**config.mk**
```make
export PLATFORM = sky130hd
export DESIGN_NAME = stl_ram
export DESIGN_NICKNAME = d
export VERILOG_FILES = /design/src/design/stl_ram.sv
export SDC_FILE = /design/constraint.sdc
export NUM_CORES = 1
export LEC_CHECK = 0
export ABC_CLOCK_PERIOD_IN_PS = 1700
export BUFFER_PORTS_ARGS = -buffer_cell sky130_fd_sc_hd__buf_2
export CAP_MARGIN = 10
export CORE_MARGIN = 4
export CORE_UTILIZATION = 54
export DETAILED_ROUTE_END_ITERATION = 8
export PLACE_DENSITY = 0.74
export SYNTH_ARGS = -nofsm -noshare
export SYNTH_HDL_FRONTEND = slang
export SYNTH_SLANG_ARGS = --single-unit
```
**constraint.sdc**
```tcl
create_clock -name i_clk -period 1.7 [get_ports i_clk]
set_clock_uncertainty 0.2 [all_clocks]
set_input_delay 0.17 -clock i_clk [delete_from_list [all_inputs] [get_ports i_clk]]
set_output_delay 0.17 -clock i_clk [all_outputs]
set_load 0.005 [all_outputs]
```
**src/design/stl_ram.sv**
```systemverilog
// Simple dual-port memory with one write port and one registered read port.
module stl_ram #(
    parameter int WIDTH = 8,
    parameter int DEPTH = 16,
    localparam int AW = $clog2(DEPTH)
) (
    input  logic             i_clk,
    input  logic             i_we,
    input  logic [AW-1:0]    i_waddr,
    input  logic [WIDTH-1:0] i_wdata,
    input  logic             i_re,
    input  logic [AW-1:0]    i_raddr,
    output logic [WIDTH-1:0] o_rdata
);

    logic [WIDTH-1:0] r_mem [DEPTH];
    logic [WIDTH-1:0] r_rdata;

    always_ff @(posedge i_clk) begin
        if (i_we) begin
            r_mem[i_waddr] <= i_wdata;
        end
        if (i_re) begin
            r_rdata <= r_mem[i_raddr];
        end
    end

    assign o_rdata = r_rdata;

endmodule

```
==> results summary, run 1 <==
The run finished with clean final reports. The clock latency of the later-clocked register in the worst-skew pair is 0.51 ns. The number of cell rows came out at 35. The number of storage elements in the synthesis netlist is 136. After layout, the worst setup slack is 0.0371 ns. The final weighted congestion of routability-driven global placement came out at 0.712. The total standard cell area after synthesis is 0.00523 sq mm. The Yosys warning count is 0.

The clock buffer count from CTS is 17. The number of design rule violations left after detail routing came out at 0. The post-detailed-placement cell area is 0.00566 sq mm. The timing-limited maximum frequency came out at 601 MHz.

From left edge to right edge, the die measures 106 microns. The area growth from synthesis to layout is 22.6%. The setup path with the least slack is of type reg2reg. The slowest stage of the critical path belongs to the cell mux4_1. The required time at the endpoint of the critical path is 1.75 ns.

At the placement stage, the worst setup path has a slack of -0.245 ns. The final count of pins violating max slew is 0. The transition time at the pin with the least slew margin came out at 0.865 ns. TritonCTS built the clock tree.

After clock tree synthesis, the clock-pin slew on the worst setup and hold paths is 0.06 ns. The routed design has 10,200 microns of wire. Traced cell by cell, the critical path runs through mux4_1 -> a22oi_2 -> nand2_1. Of the available clock period, the critical path in the final layout requires 0.978. The power per unit of standard cell area came out at 1270 mW/mm^2. The relative slew slack came out at 0.421. The sequential area share after synthesis is 0.781.

Entering global routing, the biggest net connects 19 pins. Port buffering added 26 buffers. At the worst endpoint, the arrival time is 1.71 ns.

The minimum clock period after layout came out at 1.66 ns. The area of the core is 0.00933 sq mm. The floorplan die area came out at 0.0113 sq mm. At the end of the flow, the number of nets in the layout was 314. The number of instances in the synthesized netlist is 229.

The worst IR drop on VDD is 0.000787 V. The number of hold violations in the final report is 0. The number of primary I/O pins is 27. In the final timing run, aggregate negative setup slack is 0 ns.

The number of optimization iterations in the first detailed-route pass came out at 4. The vertical extent of the die is 106 microns. For this configuration, the core starts out at a cell density of 0.560. Counting every net in the synthesized netlist gives 248. The ratio of routed vias to standard cells came out at 5.77. The worst setup path is captured at a flip-flop. Setup violations remaining at the end of the flow were counted as 0.

The antenna diode instance count is 0. The master cell of the clock root buffer is clkbuf_8. The global routing usage summed across all routing layers came out at 0.201. The total half-perimeter wirelength after legalization and detailed placement came out at 6030 microns.

The delay contributed by the slowest stage of the critical path came out at 0.53 ns. The post-synthesis area per instance is 22.8 sq um. The depth of the CTS H-tree is 4. After detailed routing, the average wire length per cell comes to 23.5 microns. The nature of the critical path startpoint is a flip-flop. The number of global-route vias before repair is 2,634. The wire length of the first global-routing pass is 15,900 microns.

The sum of overflow across all layers after global routing came out at 0. The number of violations reported at the end of detailed-routing iteration 0 came out at 184. The via count of the routed design came out at 2,514.

The distinct cell type count of the synthesized netlist is 18. Across the run, the number of max-cap violations was 0. The number of antenna violations at the first check in global routing is 0. Once detail routing completed, the nets flagged for antenna violations numbered 0. The cell area after layout came out at 0.00641 sq mm. In this run the static leakage power is 0.00219 uW.

The share of cells above drive strength 1 is 0.332. Setup repair after global routing left no endpoint under its margin. Along the worst path, the maximum fanout reaches 1.

The clock net sink count came out at 136. The maximum buffer depth of the clock tree came out at 2. The final-layout worst hold slack came out at 0.0291 ns.

The class of the tightest hold or removal check is in2reg.
repair_timing:
item / in CTS / in global routing
buffers inserted: 0 / 0
resized for setup: 3 / 2
hold buffers: 10 / 0
hold endpoints to repair: 137 / 0
endpoints found under the setup margin: 3 / 2
pin swaps: 1 / 1
per-layer routing:
metal | track usage | wire, microns
met2 | 0.331 | 5440
met1 | 0.264 | 4100
met3 | 0.0504 | 592
met4 | 0.0675 | 106
met5 | 0 | 0
cells by family (layout without fill, tap and decap cells):
family / Yosys count / in the layout / share of synthesized area
AND/OR/NAND/NOR: 35 / 35 / 0.0314
AO/OA/AOI/OAI: 16 / 16 / 0.0230
flip-flops: 136 / 136 / 0.781
multiplexers: 32 / 32 / 0.148
buffers and inverters: 10 / 88 / 0.0165
cells in the mapped netlist:
cell type	count	area share
clkdlybuf4s25_2	3	0.0057
nand2_1	9	0.0065
nand3b_1	2	0.0029
nor2_1	13	0.0093
and2b_1	1	0.0014
and2_1	1	0.0012
nand3_1	1	0.00096
a22oi_1	16	0.023
nand2b_1	2	0.0024
mux4_2	18	0.078
buf_6	3	0.0065
buf_4	1	0.0014
nor2b_1	1	0.0012
buf_2	3	0.0029
mux4_1	14	0.070
edfxtp_1	136	0.78
or3b_2	1	0.0017
nor3_1	4	0.0038
report_power, final:
part	switching, uW	internal [uW]	total (uW)
Clock	1280	2660	3950
Combinational	201	177	379
Sequential	24.6	3780	3800
Total	1510	6620	8130
placed cells by master (no fill, tap or decap), drive strengths merged:
cell type	instances
edfxtp	136
buf	47
mux4	32
clkbuf	18
a22oi	16
nor2	13
dlygate4sd3	10
nand2	9
bufinv	6
clkinv	5
nor3	4
nand3b	2
nand2b	2
clkinvlp	2
nor2b	1
and2	1
and2b	1
nand3	1
or3b	1
critical path: cells and delay by family (launching register included):
| kind | cells | cell delay [ns] |
|---|---|---|
| flip-flops | 1 | 0.35 |
| multiplexers | 1 | 0.53 |
| AND/OR/NAND/NOR | 1 | 0.10 |
| AO/OA/AOI/OAI | 1 | 0.23 |
cell type report:
class | instances | area, sq um
Sequential cell | 136 | 4080
Clock inverter | 13 | 228
Fill cell | 579 | 2920
Timing Repair Buffer | 57 | 450
Multi-Input combinational cell | 83 | 1070
Clock buffer | 18 | 418
Tap cell | 129 | 161
state kept, by name, indices dropped and copies added (netlist names):
| register | count |
|---|---|
| o_rdata | 8 |
| r_mem | 128 |
stage by stage:
step                      power, uW  std cells   util
after detailed placement       4220        395  0.607
final                          8130        436  0.687
after CTS                      8200        436  0.688
after floorplan                4050        229      -
after global placement         4210        395  0.607
after global routing           8380        436  0.687
final timing paths:
path	startpoint	endpoint	slack, ns	cells past startpoint
setup / recovery	r_mem[1][0]	o_rdata[0]	0.04	3
hold / removal	i_waddr[1]	r_mem[0][5]	0.03	3
setup reg to reg	r_mem[1][0]	o_rdata[0]	0.04	3
hold reg to reg	r_mem[6][6]	o_rdata[6]	0.57	3
No activity file was read; power rests on OpenSTA's default activity.
==> run 2: changes to the inputs <==
Settings changed: CORE_UTILIZATION 54 to 55, CTS_BUF_LIST from default to sky130_fd_sc_hd__clkbuf_2 sky130_fd_sc_hd__clkbuf_4 sky130_fd_sc_hd__clkbuf_8, PLACE_DENSITY 0.74 to 0.76.
==> run 2 against run 1 <==
  * Die area decreased by 1.7%
  * Critical path type unchanged
  * Clock power decreased by 27%
  * Clock-buffer cell count decreased by 1
  * Largest power group is now sequential cells
  * Register-to-register slack got worse by 0.02 ns
  * Fmax decreased by 1.3%
  * Cell count increased by 2.3%
  * Utilization decreased by 0.70 points
  * Sequential share of layout area increased by 1.3 points
  * Via count increased by 1.3%
  * Sequential power about the same
  * Critical path depth unchanged
==> results summary, run 2 (synthesis gave the netlist of run 1 again) <==
The worst IR drop on VDD came to 0.000763 V (-3.1%). The required time at the endpoint of the critical path came to 1.69 ns (-0.06 ns). The number of cells in the design after placement is 405 (+2.5%). The post-synthesis to final-layout area growth is 20.2%. The number of flip-flops in the largest register was 128 (unchanged). Setup repair after global routing left no endpoint under its margin. The sum of overflow across all layers after global routing came out at 0 (unchanged). The floorplan die area is 0.0111 sq mm (-1.7%).

The area of the core is 0.00924 sq mm (-0.94%). The top fanout value on the critical path came out at 1 (unchanged). The relative slew slack is 0.342 (-0.0796). STA classifies the critical path endpoint as a flip-flop. The sequential cell fraction of total power is 0.536 (+0.068). The post-layout instance count excluding filler cells came out at 446 (+2.3%). Leaving out fill and tap cells, the most frequent cell in the layout is edfxtp_1.

The critical path in this run is classified as reg2reg. The top cell types in the final layout, fill and taps aside, are 136 x edfxtp_1, 28 x buf_4, 26 x buf_2. The total half-perimeter wirelength after legalization and detailed placement was 6330 microns (+5.0%). The static leakage came out at 0.00215 uW (-2.0%). r_mem holds more flip-flops than any other register. The minimum clock period after layout is 1.69 ns (+0.0227 ns). The total of max-cap violations is 0 (unchanged). The clock transition at the registers of the reported paths is 0.08 ns (+0.02 ns). The timing-limited maximum frequency was 593 MHz (-1.3%). The final setup violation count came to 0 (unchanged). The worst setup path is launched from a flip-flop. The fraction of power consumed by combinational cells is 0.055 (+0.008). The number of antenna violations at the first check in global routing came out at 0 (unchanged). The final-layout worst hold slack was 0.0803 ns (+0.0512 ns). The quantity of I/O buffers inserted on ports came out at 26 (unchanged). The pin count of the biggest net entering global routing came to 23 (+4).

The clock net sink count came to 136 (unchanged). The number of optimization iterations in the first detailed-route pass is 4 (unchanged). The final count of pins violating max slew came out at 0 (unchanged).

The final weighted congestion of routability-driven global placement came out at 0.871 (+22%). The share of cells above drive strength 1 came out at 0.369 (+0.0368). The number of nets in the final layout came out at 323 (+2.9%). The maximum buffer depth of the clock tree was 2 (unchanged). The width of the die is 105 microns (-0.85%). The number of global-route vias before repair came out at 2,671 (+1.4%). The total chip power came to 7070 uW (-13%). The share of total power in the clock network came to 0.409 (-0.076). The number of hold violations in the final report came out at 0 (unchanged). The sum of negative setup slack is 0 ns (unchanged). The number of violations reported at the end of detailed-routing iteration 0 came out at 171 (-7.1%). The clock latency of the later-clocked register in the worst-skew pair came to 0.43 ns (-0.08 ns). The switching share of power is 0.210 (+0.0245). The clock buffer count from CTS was 17 (unchanged). The number of design rule violations left after detail routing is 0 (unchanged). The number of antenna-violating nets in the routed design came to 0 (unchanged). The vertical extent of the die came out at 105 microns (-0.85%). The master cell of the clock root buffer is clkbuf_8. The post-detailed-placement cell area is 0.00571 sq mm (+0.88%). The via count of the routed design came out at 2,546 (+1.3%). The switching power total is 1490 uW (-1.5%). The initial core utilization is 0.566 (+0.00531).

The TritonCTS clock tree is yes. The global routing usage summed across all routing layers came out at 0.186 (-0.0146). The number of cell rows was 35 (unchanged). The depth of the CTS H-tree is 4 (unchanged). The class of the tightest hold or removal check is in2reg. The transition time at the pin with the least slew margin came to 0.984 ns (+0.119 ns). The power per unit of standard cell area is 1130 mW/mm^2 (-11%). The number of buffers inserted by post-CTS setup repair was 0 (unchanged).

The data arrival at the endpoint of the critical path came out at 1.67 ns (-0.04 ns). The ratio of routed vias to standard cells came out at 5.71 (-1.0%). The routed wire length per instance came to 21.5 microns (-8.5%). The post-route clock period utilization came to 0.992 (+0.0133). The wire length of the first global-routing pass is 15,000 microns (-5.7%). The flow ran to the end, and the final reports show no timing, DRC or antenna violations.

The antenna diode instance count came out at 0 (unchanged). The aggregate routed wire length came out at 9590 microns (-6.4%). The internal power of the cells came out at 5590 uW (-16%). The cell area after layout was 0.00629 sq mm (-2.0%).

The number of primary I/O pins is 27 (unchanged).
-- run 2: repair_timing --
action                                  4_1_cts  5_1_grt
pin swaps                                     0        3
hold buffers                                  9        0
hold endpoints to repair                    136        0
resized for setup                             2        6
endpoints found under the setup margin        2        7
-- run 2: layer usage --
| metal | up-vias | part of all wire | GRT usage | wire length [microns] |
|---|---|---|---|---|
| met5 | - | 0 | 0 | 0 |
| li1 | 1133 | - | - | - |
| met1 | 1304 | 0.40 | 0.249 | 3860 |
| met3 | 14 | 0.065 | 0.0435 | 623 |
| met4 | 0 | 0.019 | 0.0657 | 179 |
| met2 | 95 | 0.51 | 0.304 | 4930 |
-- run 2: stage by stage --
step	utilization	setup slack, ns
6_report	0.680	0.0144
5_1_grt	0.680	0.00555
4_1_cts	0.677	0.0151
3_5_place_dp	0.618	-0.231
3_3_place_gp	0.618	-0.210
2_1_floorplan	-	0.0476
-- run 2: final timing paths --
kind / start / endpoint / slack (ns) / depth (start not counted)
min: i_waddr[2] / r_mem[6][0] / 0.08 / 3
max reg2reg: r_mem[1][7] / o_rdata[7] / 0.01 / 3
min reg2reg: r_mem[8][3] / o_rdata[3] / 0.56 / 3
max: r_mem[1][7] / o_rdata[7] / 0.01 / 3
-- run 2: area by class of cell --
| class | instances | area (sq um) |
|---|---|---|
| Timing Repair Buffer | 66 | 490 |
| Tap cell | 129 | 161 |
| Clock buffer | 17 | 234 |
| Multi-Input combinational cell | 83 | 1100 |
| Clock inverter | 15 | 214 |
| Sequential cell | 136 | 4080 |
| Fill cell | 583 | 2950 |
-- run 2: worst max-delay path, cell delays in order, from the launching register on --
cell,delay [ns]
edfxtp_1,0.41
mux4_2,0.50
a22oi_2,0.26
nand2_1,0.08
-- run 2: power by group through the flow --
stage                     clock network, uW  logic (uW)  registers, uW
after floorplan                           0         191           3860
after global placement                    0         352           3860
after detailed placement                  0         363           3870
after CTS                              2950         383           3790
after global routing                   3120         421           3790
final                                  2900         388           3790
